`src/sv/kvc_pkg.sv`:
```
// Shared constants, types and helper functions of the keyword violation counter.
package kvc_pkg;

   localparam int MAX_KEYWORDS    = 64;
   localparam int MAX_KEYWORD_LEN = 19;
   localparam int MAX_MSG_LEN     = 255;
   localparam int GROUP_COUNT     = 32;
   localparam int USER_COUNT      = 64;
   localparam int COUNTER_DEPTH   = GROUP_COUNT * USER_COUNT;

   localparam int BYTE_W      = 8;
   localparam int SLOT_W      = 6;
   localparam int POS_W       = 5;
   localparam int LEN_W       = 5;
   localparam int GROUP_W     = 5;
   localparam int USER_W      = 6;
   localparam int HITS_W      = 7;
   localparam int COUNT_W     = 16;
   localparam int ACT_W       = 7;
   localparam int SEEN_W      = 8;
   localparam int CNT_ADDR_W  = 11;
   localparam int REG_INDEX_W = 2;
   localparam int CSR_DATA_W  = 16;
   localparam int QUEUE_DEPTH = 4;
   localparam int QPTR_W      = 2;
   localparam int QCOUNT_W    = 3;
   localparam int PART_COUNT  = 8;
   localparam int PART_W      = 4;

   localparam logic [REG_INDEX_W-1:0] REG_VIOLATION_LIMIT = 2'd0;
   localparam logic [REG_INDEX_W-1:0] REG_ACTIVE_PATTERNS = 2'd1;

   localparam logic REQ_LOAD    = 1'b0;
   localparam logic REQ_MESSAGE = 1'b1;

   typedef struct packed {
      logic [GROUP_W-1:0]      sender_group;
      logic [USER_W-1:0]       user_id;
      logic [MAX_KEYWORDS-1:0] hit_vec;
   } job_type;

   typedef enum logic [2:0] {
      ST_CLEAR,
      ST_IDLE,
      ST_LOOK,
      ST_ADD,
      ST_PUT
   } back_state_type;

   function automatic logic [BYTE_W-1:0] fold(input logic [BYTE_W-1:0] c);
      if (c >= 8'h41 && c <= 8'h5A) begin
         return c + 8'h20;
      end
      return c;
   endfunction

endpackage

```
`src/sv/kvc_queue.sv`:
```
// Short queue of finished-message jobs between the matcher and the counter unit.
module kvc_queue import kvc_pkg::*; (
   input  logic    clock,
   input  logic    reset,
   input  logic    push,
   input  job_type push_job,
   input  logic    pop,
   output job_type pop_job,
   output logic    empty,
   output logic    full
);
   job_type             slot_ff [QUEUE_DEPTH];
   logic [QPTR_W-1:0]   wr_ptr_ff, wr_ptr_in;
   logic [QPTR_W-1:0]   rd_ptr_ff, rd_ptr_in;
   logic [QCOUNT_W-1:0] count_ff, count_in;

   always_comb begin
      wr_ptr_in = wr_ptr_ff + QPTR_W'(push);
      rd_ptr_in = rd_ptr_ff + QPTR_W'(pop);
      count_in  = count_ff + QCOUNT_W'(push) - QCOUNT_W'(pop);
   end

   always_ff @(posedge clock) begin
      if (reset) begin
         wr_ptr_ff <= '0;
         rd_ptr_ff <= '0;
         count_ff  <= '0;
      end else begin
         wr_ptr_ff <= wr_ptr_in;
         rd_ptr_ff <= rd_ptr_in;
         count_ff  <= count_in;
      end
   end

   always_ff @(posedge clock) begin
      if (push) begin
         slot_ff[wr_ptr_ff] <= push_job;
      end
   end

   assign pop_job = slot_ff[rd_ptr_ff];
   assign empty   = (count_ff == '0);
   assign full    = (count_ff == QCOUNT_W'(QUEUE_DEPTH));
endmodule

```
`config.mk`:
```
export PLATFORM = sky130hd
export DESIGN_NAME = kvc_queue
export DESIGN_NICKNAME = d
export VERILOG_FILES = /design/src/sv/kvc_pkg.sv /design/src/sv/kvc_queue.sv
export SDC_FILE = /design/constraint.sdc
export NUM_CORES = 1
export LEC_CHECK = 0
export BUFFER_PORTS_ARGS = -buffer_cell sky130_fd_sc_hd__buf_2
export CAP_MARGIN = 30
export CORE_AREA = 3 3 172 174
export CTS_CLUSTER_SIZE = 25
export DETAILED_ROUTE_END_ITERATION = 12
export DIE_AREA = 0 0 175 177
export PLACE_DENSITY = 0.63
export SYNTH_ARGS = -nofsm -noshare
export SYNTH_HDL_FRONTEND = slang
export SYNTH_SLANG_ARGS = --single-unit
```
`constraint.sdc`:
```
create_clock -name clock -period 8.6 [get_ports clock]
set_clock_uncertainty 0.15 [all_clocks]
set_input_delay 0.86 -clock clock [delete_from_list [all_inputs] [get_ports clock]]
set_output_delay 0.86 -clock clock [all_outputs]
set_load 0.05 [all_outputs]
```
==> results of run 1 <==
power by group through the flow:
stage | sequential, mW | combinational [mW] | clock [mW]
2_1_floorplan | 1.77 | 0.381 | 0
3_3_place_gp | 1.79 | 0.479 | 0
3_5_place_dp | 1.78 | 0.498 | 0
4_1_cts | 1.75 | 0.499 | 1.35
5_1_grt | 1.76 | 0.519 | 1.40
6_report | 1.75 | 0.490 | 1.30
logic make-up after synthesis:
| kind of cell | count (synthesis) | synth area share, % |
|---|---|---|
| buffers and inverters | 20 | 1.188 |
| multiplexers | 75 | 15.14 |
| adder cells (fa/ha/maj) | 5 | 0.6279 |
| XOR/XNOR | 3 | 0.3700 |
| flip-flops | 307 | 81.98 |
| AND/OR/NAND/NOR | 14 | 0.6950 |
flip-flops by register name, summed over array words and instances, names as in the netlist:
register	flops
rd_ptr_ff	2
slot_ff	300
count_ff	3
wr_ptr_ff	2
cell type report:
| type | instances | area (um^2) | share of cell area (%) |
|---|---|---|---|
| Clock inverter | 9 | 43.79 | 0.3258 |
| Sequential cell | 307 | 9156 | 68.11 |
| Clock buffer | 46 | 959.7 | 7.139 |
| Multi-Input combinational cell | 97 | 1899 | 14.13 |
| Timing Repair Buffer | 164 | 895.9 | 6.664 |
| Inverter | 4 | 15.01 | 0.1117 |
| Tap cell | 378 | 473.0 | 3.518 |
placed cells by master, fill, tap and decap left out, types with 5 or more instances in the layout:
cell       instances
edfxtp_1         300
buf_2            155
mux4_2            75
clkbuf_16         37
clkbuf_1           9
buf_4              6
clkinv_2           5
dfxtp_1            5
final timing paths:
path                                   end  slack, ns  depth (start not counted)
setup / recovery               pop_job[38]       4.82                          4
hold reg to reg    wr_ptr_ff[1]$_SDFF_PP0_       0.45                          2
hold / removal    slot_ff[0][62]$_DFFE_PP_       0.43                          1
setup reg to reg  slot_ff[2][71]$_DFFE_PP_       6.05                          3
metal layers:
layer | up-vias | routed length, um | GRT usage (%)
met5 | - | 0 | 0
met1 | 2625 | 8682 | 17.32
met4 | 0 | 428 | 3.757
li1 | 2189 | - | -
met2 | 151 | 10670 | 23.42
met3 | 42 | 1190 | 3.411
synth_stat cells:
cell type and count:
edfxtp_1 300, mux4_2 75, buf_2 7, dfxtp_1 7
buf_6 6, ha_1 4, inv_1 4, nor2_1 4
nor2b_1 4, and3_1 2, buf_1 2, xnor2_1 2
and3b_1 1, buf_4 1, fa_1 1, nand2_1 1
nor3_1 1, nor3b_1 1, xor3_1 1
through the flow:
step / total power [mW] / area, um^2 / hold slack (ns) / worst slack (ns) / util [%]
finish: 3.541 / 13440 / 0.4322 / 4.816 / 48.12
floorplan: 2.152 / 11160 / 0.3738 / 1.566 / -
global placement: 2.265 / 12360 / 0.4096 / 4.938 / 44.26
detailed placement: 2.281 / 12420 / 0.4383 / 5.214 / 44.46
CTS: 3.597 / 13420 / 0.4073 / 4.678 / 48.05
global route: 3.674 / 13440 / 0.4151 / 4.579 / 48.12
==> metrics, run 1 <==
outcome finished, final reports clean; Worst Path Buf+Inv 3; fin. max-slew vios 0; post-DP HPWL ~12,000 um; startpoint types flop; Clk Tree Root Cell clkbuf_16; vias per cell 4.982; Seq/Total Area, Yosys 81.98%; crit-path max cell delay between 0.7 and 0.8 ns; Clock Pin Slew Worst Setup and Hold Paths 0.06 ns; Synth Net Count slightly above 500; Antenna Nets Post-Route 0; die area 0.03098 mm^2; Clk pwr share 36.7%; core box area 0.02793 mm^2; Final Non-Filler Cells 1,005; synth unique cells 19; Setup TNS 0 ns; Die Y 177 um; Slew HR 42.20%; critical path type reg -> out; Setup violations, final 0; sw frac 25.16%; part of the power in registers 49.5%; clk buf depth 3; post-synth top area share between 80% and 90%; Yosys top cell by area edfxtp_1; worst min path class in -> reg; clk_lat worst skew 0.49 ns; Pwr Density 263.4 mW/mm^2; n_diodes 0; largest net degree at the start of global routing 50; Syn Inst Count 424; measured slew at the worst slew-check pin 0.8650 ns; GRT Overall Usage 13.60%; number of global-route vias before repair around 5,600; # Post-CTS Setup Buffers 0; Final period util 44.00%; CTS H-tree depth 2; Post-CTS Hold Fix Bufs 0; maximum clock rate 264.3 MHz; Setup crit end kind output port; antenna violations before repair 0; starting DRC count in detailed routing 322; RD Place Congestion 0.6948; HP Start push_job[62]; Worst R2R Start wr_ptr_ff[1]$_SDFF_PP0_; net switching power between 0.8 and 0.9 mW; Avg WL per Cell 20.86 um; Final #Nets 692; number of CTS-inserted buffers 34; Sink Count 307; Final Hold Viols 0; global-route wire length before repair 32,420 um; Resize count post-CTS 0; via count 5,007; Max Cap Violations 0; Placed Cells 949; IO buf count 155; Worst path slowest cell dfxtp_4; filler cell count 2,308; worst path required time 7.59 ns; Setup crit start rd_ptr_ff[0]$_SDFF_PP0_; Leak 4.497 nW; area grow syn2layout 20.46%; layout cells sized above 1 45.93%; Syn Area/Cell roughly 26 um^2; FF+latch count, synth approximately 310; row count 61; Initial Util 39.95%; Tmin final around 3.8 ns; Worst path top cell family by delay buffers and inverters; final WL roughly 21,000 um; TritonRoute pass-1 iters 4; CTS tree yes; GR Overflow Total 0; Syn. warnings 0; Critical Path AT 2.77 ns; worst vdd ir 194.9 uV; die width 175 um; Internal 2.650 mW; combinational power share 13.8%; top post-synthesis cells by area edfxtp_1 81%, mux4_2 15%, dfxtp_1 1.3%; DR DRC count 0; cells along the critical path buf_4 > buf_16 > mux4_2 > buf_2; I/O Pins 156; CP max FO 41; post-synthesis cell area 0.01116 mm^2; unrepaired setup endpoints after global routing no
Power figures use the tool's default switching activity.
==> run 2, diff against run 1 <==
- PLACE_DENSITY: 0.63 -> 0.65
- clock period: 8.6 -> 3.1 ns (I/O delays scaled with it)
==> run 2 against run 1 <==
  * Total power rose to 2.7 times the previous value
  * Design area is 5.4% higher
  * Clock power increased to 2.6 times the previous value
  * Register-to-register slack lost 5.0 ns
  * Count of clock-buffer cells in the layout fell by 11
  * Non-clock buffer count up 77
==> metrics, run 2 (synthesized netlist as in run 1, its figures left out) <==
outcome finished, final reports clean; net switching power 2.481 mW (+180%); Max Cap Violations 0 (unchanged); leading cell type in the layout, fill and taps excluded edfxtp_1; Clk pwr share 35.2% (-1.5 points); Final period util 85.40%; Tmin final about 2.6 ns; Avg WL per Cell 19.93 um (-4.5%); number of global-route vias before repair 6,038 (+8.5%); row count 61 (unchanged); area grow syn2layout 27.01%; Pwr Density 686.5 mW/mm^2 (+160%); CP max FO 38 (-7.3%); global-route wire length before repair 34,020 um (+5.0%); DR DRC count 0 (unchanged); hold slack 0.05921 ns (-0.3730 ns); Final Hold Viols 0 (unchanged); Die Y 177 um (unchanged); die width 175 um (unchanged); unrepaired setup endpoints after global routing no; core box area 0.02793 mm^2 (unchanged); I/O Pins 156 (unchanged); max reg flops 300 (unchanged); Internal 7.249 mW (+170%); Setup violations, final 0 (unchanged); Final #Nets 766 (+11%); measured slew at the worst slew-check pin 0.7545 ns (-0.1105 ns); Clk Tree Root Cell clkbuf_16; layout cells sized above 1 40.91% (-5.0 points); CTS tree yes; Setup TNS 0 ns (unchanged); commonest cells after routing, fill and taps aside 300 x edfxtp_1, 155 x buf_2, 77 x dlygate4sd3_1; Clock Pin Slew Worst Setup and Hold Paths 0.07 ns (about the same); Antenna Nets Post-Route 0 (unchanged); Sink Count 307 (unchanged); vias per cell 4.870 (-2.3%); fin. max-slew vios 0 (unchanged); clk_lat worst skew 0.54 ns (+0.05 ns); worst vdd ir 549.1 uV (+180%); number of CTS-inserted buffers 31 (-8.8%); startpoint types flop; die area 0.03098 mm^2 (unchanged); sw frac 25.50% (+0.34 points); GR Overflow Total 0 (unchanged); starting DRC count in detailed routing 302 (-6.2%); final WL 21,560 um (+2.8%); n_diodes 0 (unchanged); critical path type reg -> out; Setup crit end kind output port; IO buf count 155 (unchanged); part of the power in registers 49.6% (about the same); Resize count post-CTS 0 (unchanged); RD Place Congestion 0.6944 (about the same); biggest regs slot_ff: 300 flops, count_ff: 3 flops; Initial Util 39.95% (unchanged); combinational power share 15.1% (+1.3 points); post-DP HPWL 12,170 um (-2.5%); clk buf depth 3 (unchanged); maximum clock rate 377.7 MHz; worst path required time 2.64 ns (-4.95 ns); GRT Overall Usage 14.09% (+0.49 points); Leak 4.790 nW (+6.5%); via count 5,269 (+5.2%); Critical Path AT 2.19 ns (-0.58 ns); filler cell count 2,265 (-1.9%); antenna violations before repair 0 (unchanged); Largest Register slot_ff; Slew HR 49.70% (+7.5 points); TritonRoute pass-1 iters 4 (unchanged); worst min path class in -> reg; largest net degree at the start of global routing 77 (+54%); CTS H-tree depth 1 (-1)
[run 2: changes by cell type in the layout (fill, tap and decap cells not counted), moves of 2 or more]
| cell | change |
|---|---|
| dlygate4sd3_1 | +77 |
| clkbuf_16 | -6 |
| clkbuf_1 | -5 |
| clkinv_1 | +5 |
| buf_12 | +4 |
| clkinv_4 | +3 |
| buf_16 | -2 |
| buf_4 | -2 |
| bufinv_16 | +2 |
[run 2: area by class of cell]
type	count	area [um^2]	share of cell area, %
sequential	307	9156	64.60
multi-input combinational	97	1906	13.44
timing repair buffer	241	1677	11.83
clock buffer	35	790.8	5.579
tap	378	473.0	3.337
clock inverter	20	156.4	1.103
inverter	4	15.01	0.1059
[run 2: worst paths after layout]
| path | from | endpoint | slack [ns] | cells past startpoint |
|---|---|---|---|---|
| max reg2reg | wr_ptr_ff[0]$_SDFF_PP0_ | slot_ff[1][8]$_DFFE_PP_ | 1.05 | 2 |
| max | rd_ptr_ff[0]$_SDFF_PP0_ | pop_job[38] | 0.45 | 3 |
| min reg2reg | wr_ptr_ff[1]$_SDFF_PP0_ | wr_ptr_ff[1]$_SDFF_PP0_ | 0.51 | 2 |
| min | pop | rd_ptr_ff[1]$_SDFF_PP0_ | 0.06 | 4 |
[run 2: through the flow]
step | utilization [%] | setup WS (ns) | power, mW | instance area, um^2 | std cells
after floorplan | - | 0.08246 | 5.959 | 11170 | 424
after CTS | 50.74 | 0.3928 | 9.875 | 14170 | 1082
after global routing | 50.74 | 0.3442 | 10.13 | 14170 | 1082
final | 50.74 | 0.4525 | 9.730 | 14170 | 1082
after detailed placement | 44.59 | 0.9956 | 6.340 | 12460 | 950
after global placement | 44.59 | 1.005 | 6.301 | 12460 | 950
[run 2: power by group through the flow]
stage               combinational [mW]  clock [mW]  sequential, mW
floorplan                         1.06           0            4.90
global placement                  1.40           0            4.90
detailed placement                1.42           0            4.92
CTS                               1.51        3.54            4.83
global route                      1.57        3.72            4.84
finish                            1.47        3.43            4.83
[run 2: per-layer routing]
metal	GRT usage, %	up-vias	routed length [um]
met2	24.84	140	11180
met5	0	-	0
met1	18.12	2753	8855
met4	3.457	0	372
met3	2.789	32	1155
li1	-	2344	-
[run 2: what timing repair did]
item	in CTS	in global routing
hold endpoints to repair	307	0
buffers inserted	0	0
setup endpoints to repair	0	0
hold buffers	77	0
[run 2: critical path, stage by stage (launching register included)]
cell	delay [ns]
dfxtp_4	0.45
buf_12	0.29
mux4_2	0.59
buf_2	0.23
==> run 3, diff against run 2 <==
- CTS_BUF_LIST: not set -> sky130_fd_sc_hd__clkbuf_16
==> run 3 against run 2 <==
  * Wire length rose by 0.13%
  * Setup slack worse by 0.0041 ns
  * Clock power about the same
  * Via count is essentially flat
  * Sequential share of layout area stayed put
  * Largest cell class unchanged
  * Largest power group unchanged
==> metrics, run 3 (synthesized netlist as in run 1, its figures left out) <==
outcome finished, final reports clean; final core utilization 50.74% (unchanged); n_diodes 0 (unchanged); Setup TNS 0 ns (unchanged); fin. max-slew vios 0 (unchanged); measured slew at the worst slew-check pin 0.7546 ns (+0.0001203 ns); Final Hold Viols 0 (unchanged); Sink Count 307 (unchanged); max reg flops 300 (unchanged); worst vdd ir 549.3 uV (about the same); GR Overflow Total 0 (unchanged); Die Y 177 um (unchanged); row count 61 (unchanged); Internal 7.235 mW (-0.18%); worst reg2reg endpoint slot_ff[1][8]$_DFFE_PP_; Leak 4.806 nW (+0.35%); net switching power 2.484 mW (+0.13%); commonest cells after routing, fill and taps aside 300 x edfxtp_1, 155 x buf_2, 77 x dlygate4sd3_1; Critical Path AT 2.19 ns (about the same); Setup crit end pop_job[38]; biggest regs slot_ff: 300 flops, count_ff: 3 flops; Antenna Nets Post-Route 0 (unchanged); die area 0.03098 mm^2 (unchanged); RD Place Congestion 0.6944 (unchanged); Resize count post-CTS 0 (unchanged); CTS tree yes; layout cells sized above 1 40.91% (unchanged); Setup crit end kind output port; unrepaired setup endpoints after global routing no; Setup crit start rd_ptr_ff[0]$_SDFF_PP0_; clk_lat worst skew 0.54 ns (about the same); Final period util 85.54% (+0.13 points); post-DP HPWL 12,170 um (unchanged); Setup violations, final 0 (unchanged); R2R depth 2 (unchanged); filler cell count 2,265 (unchanged); DR DRC count 0 (unchanged); CP max FO 38 (unchanged); CTS H-tree depth 1 (unchanged); # Post-CTS Setup Buffers 0 (unchanged); combinational power share 15.2% (about the same); number of global-route vias before repair 6,038 (unchanged); I/O Pins 156 (unchanged); Final #Nets 766 (unchanged); part of the power in registers 49.7% (about the same); worst path required time 2.64 ns (about the same); DP Worst Slack 0.9956 ns (unchanged); Worst R2R Start wr_ptr_ff[0]$_SDFF_PP0_; Pwr Density 685.7 mW/mm^2 (-0.11%); clk buf depth 3 (unchanged); number of CTS-inserted buffers 31 (unchanged); final setup margin 0.4483 ns (-0.004150 ns); Post-CTS Hold Fix Bufs 77 (unchanged); worst min path class in -> reg; Reg2Reg Setup Slack 1.06 ns (about the same); area grow syn2layout 27.01% (unchanged); Largest Register slot_ff; Max Cap Violations 0 (unchanged); Clk pwr share 35.2% (about the same); leading cell type in the layout, fill and taps excluded edfxtp_1; core box area 0.02793 mm^2 (unchanged); Avg WL per Cell 19.95 um (+0.13%); final WL 21,590 um (+0.13%); maximum clock rate 377.1 MHz (-0.16%); largest net degree at the start of global routing 77 (unchanged); startpoint types flop; Initial Util 39.95% (unchanged); via count 5,268 (-0.019%); critical path type reg -> out; global-route wire length before repair 34,020 um (unchanged); Clock Pin Slew Worst Setup and Hold Paths 0.06 ns (about the same); starting DRC count in detailed routing 372 (+23%); antenna violations before repair 0 (unchanged); TritonRoute pass-1 iters 4 (unchanged); sw frac 25.56% (+0.059 points); Clk Tree Root Cell clkbuf_16; IO buf count 155 (unchanged); Tmin final 2.652 ns (+0.004150 ns); die width 175 um (unchanged); vias per cell 4.869 (about the same); Slew HR 49.69% (about the same); GRT Overall Usage 14.09% (unchanged)
-- run 3: changes by cell type in the layout (fill, tap and decap cells not counted) --
cell	change
clkbuf_1	-4
inv_1	+4
-- run 3: critical path: stages (launching register included) --
cell,delay [ns]
dfxtp_4,0.45
buf_12,0.30
mux4_2,0.59
buf_2,0.23
-- run 3: per-stage QoR --
step,hold WS (ns),power (mW),cells,cell area [um^2]
after detailed placement,0.3750,6.340,950,12460
after global routing,0.05861,10.12,1082,14170
after CTS,0.03564,9.863,1082,14170
after global placement,0.3687,6.301,950,12460
after floorplan,0.2316,5.959,424,11170
final,0.05992,9.720,1082,14170
-- run 3: how the worst min path moves through the flow --
| stage | from | end | slack, ns | cells past startpoint |
|---|---|---|---|---|
| after detailed placement | push_job[69] | slot_ff[1][69]$_DFFE_PP_ | 0.38 | 1 |
| after CTS | pop | rd_ptr_ff[1]$_SDFF_PP0_ | 0.04 | 4 |
| after global placement | push_job[0] | slot_ff[1][0]$_DFFE_PP_ | 0.37 | 1 |
| after floorplan | reset | count_ff[0]$_SDFF_PP0_ | 0.23 | 1 |
| final | pop | rd_ptr_ff[1]$_SDFF_PP0_ | 0.06 | 4 |
| after global routing | pop | rd_ptr_ff[1]$_SDFF_PP0_ | 0.06 | 4 |
-- run 3: layout make-up --
cell class                 instances  area, um^2  area share [%]
sequential                       307        9156           64.60
multi-input combinational         97        1906           13.44
timing repair buffer             241        1677           11.83
clock buffer                      31       775.7           5.473
tap                              378       473.0           3.337
clock inverter                    24       171.4           1.209
inverter                           4       15.01          0.1059
-- run 3: power by group through the flow --
stage	Combinational, mW	Clock [mW]	Sequential (mW)
after floorplan	1.06	0	4.90
after global placement	1.40	0	4.90
after detailed placement	1.42	0	4.92
after CTS	1.51	3.53	4.83
after global routing	1.57	3.71	4.84
final	1.47	3.42	4.83
-- run 3: metal layers --
metal,GRT usage (%),wire [um]
met5,0,0
met2,24.84,11210
met3,2.789,1197
met4,3.457,368
met1,18.12,8811
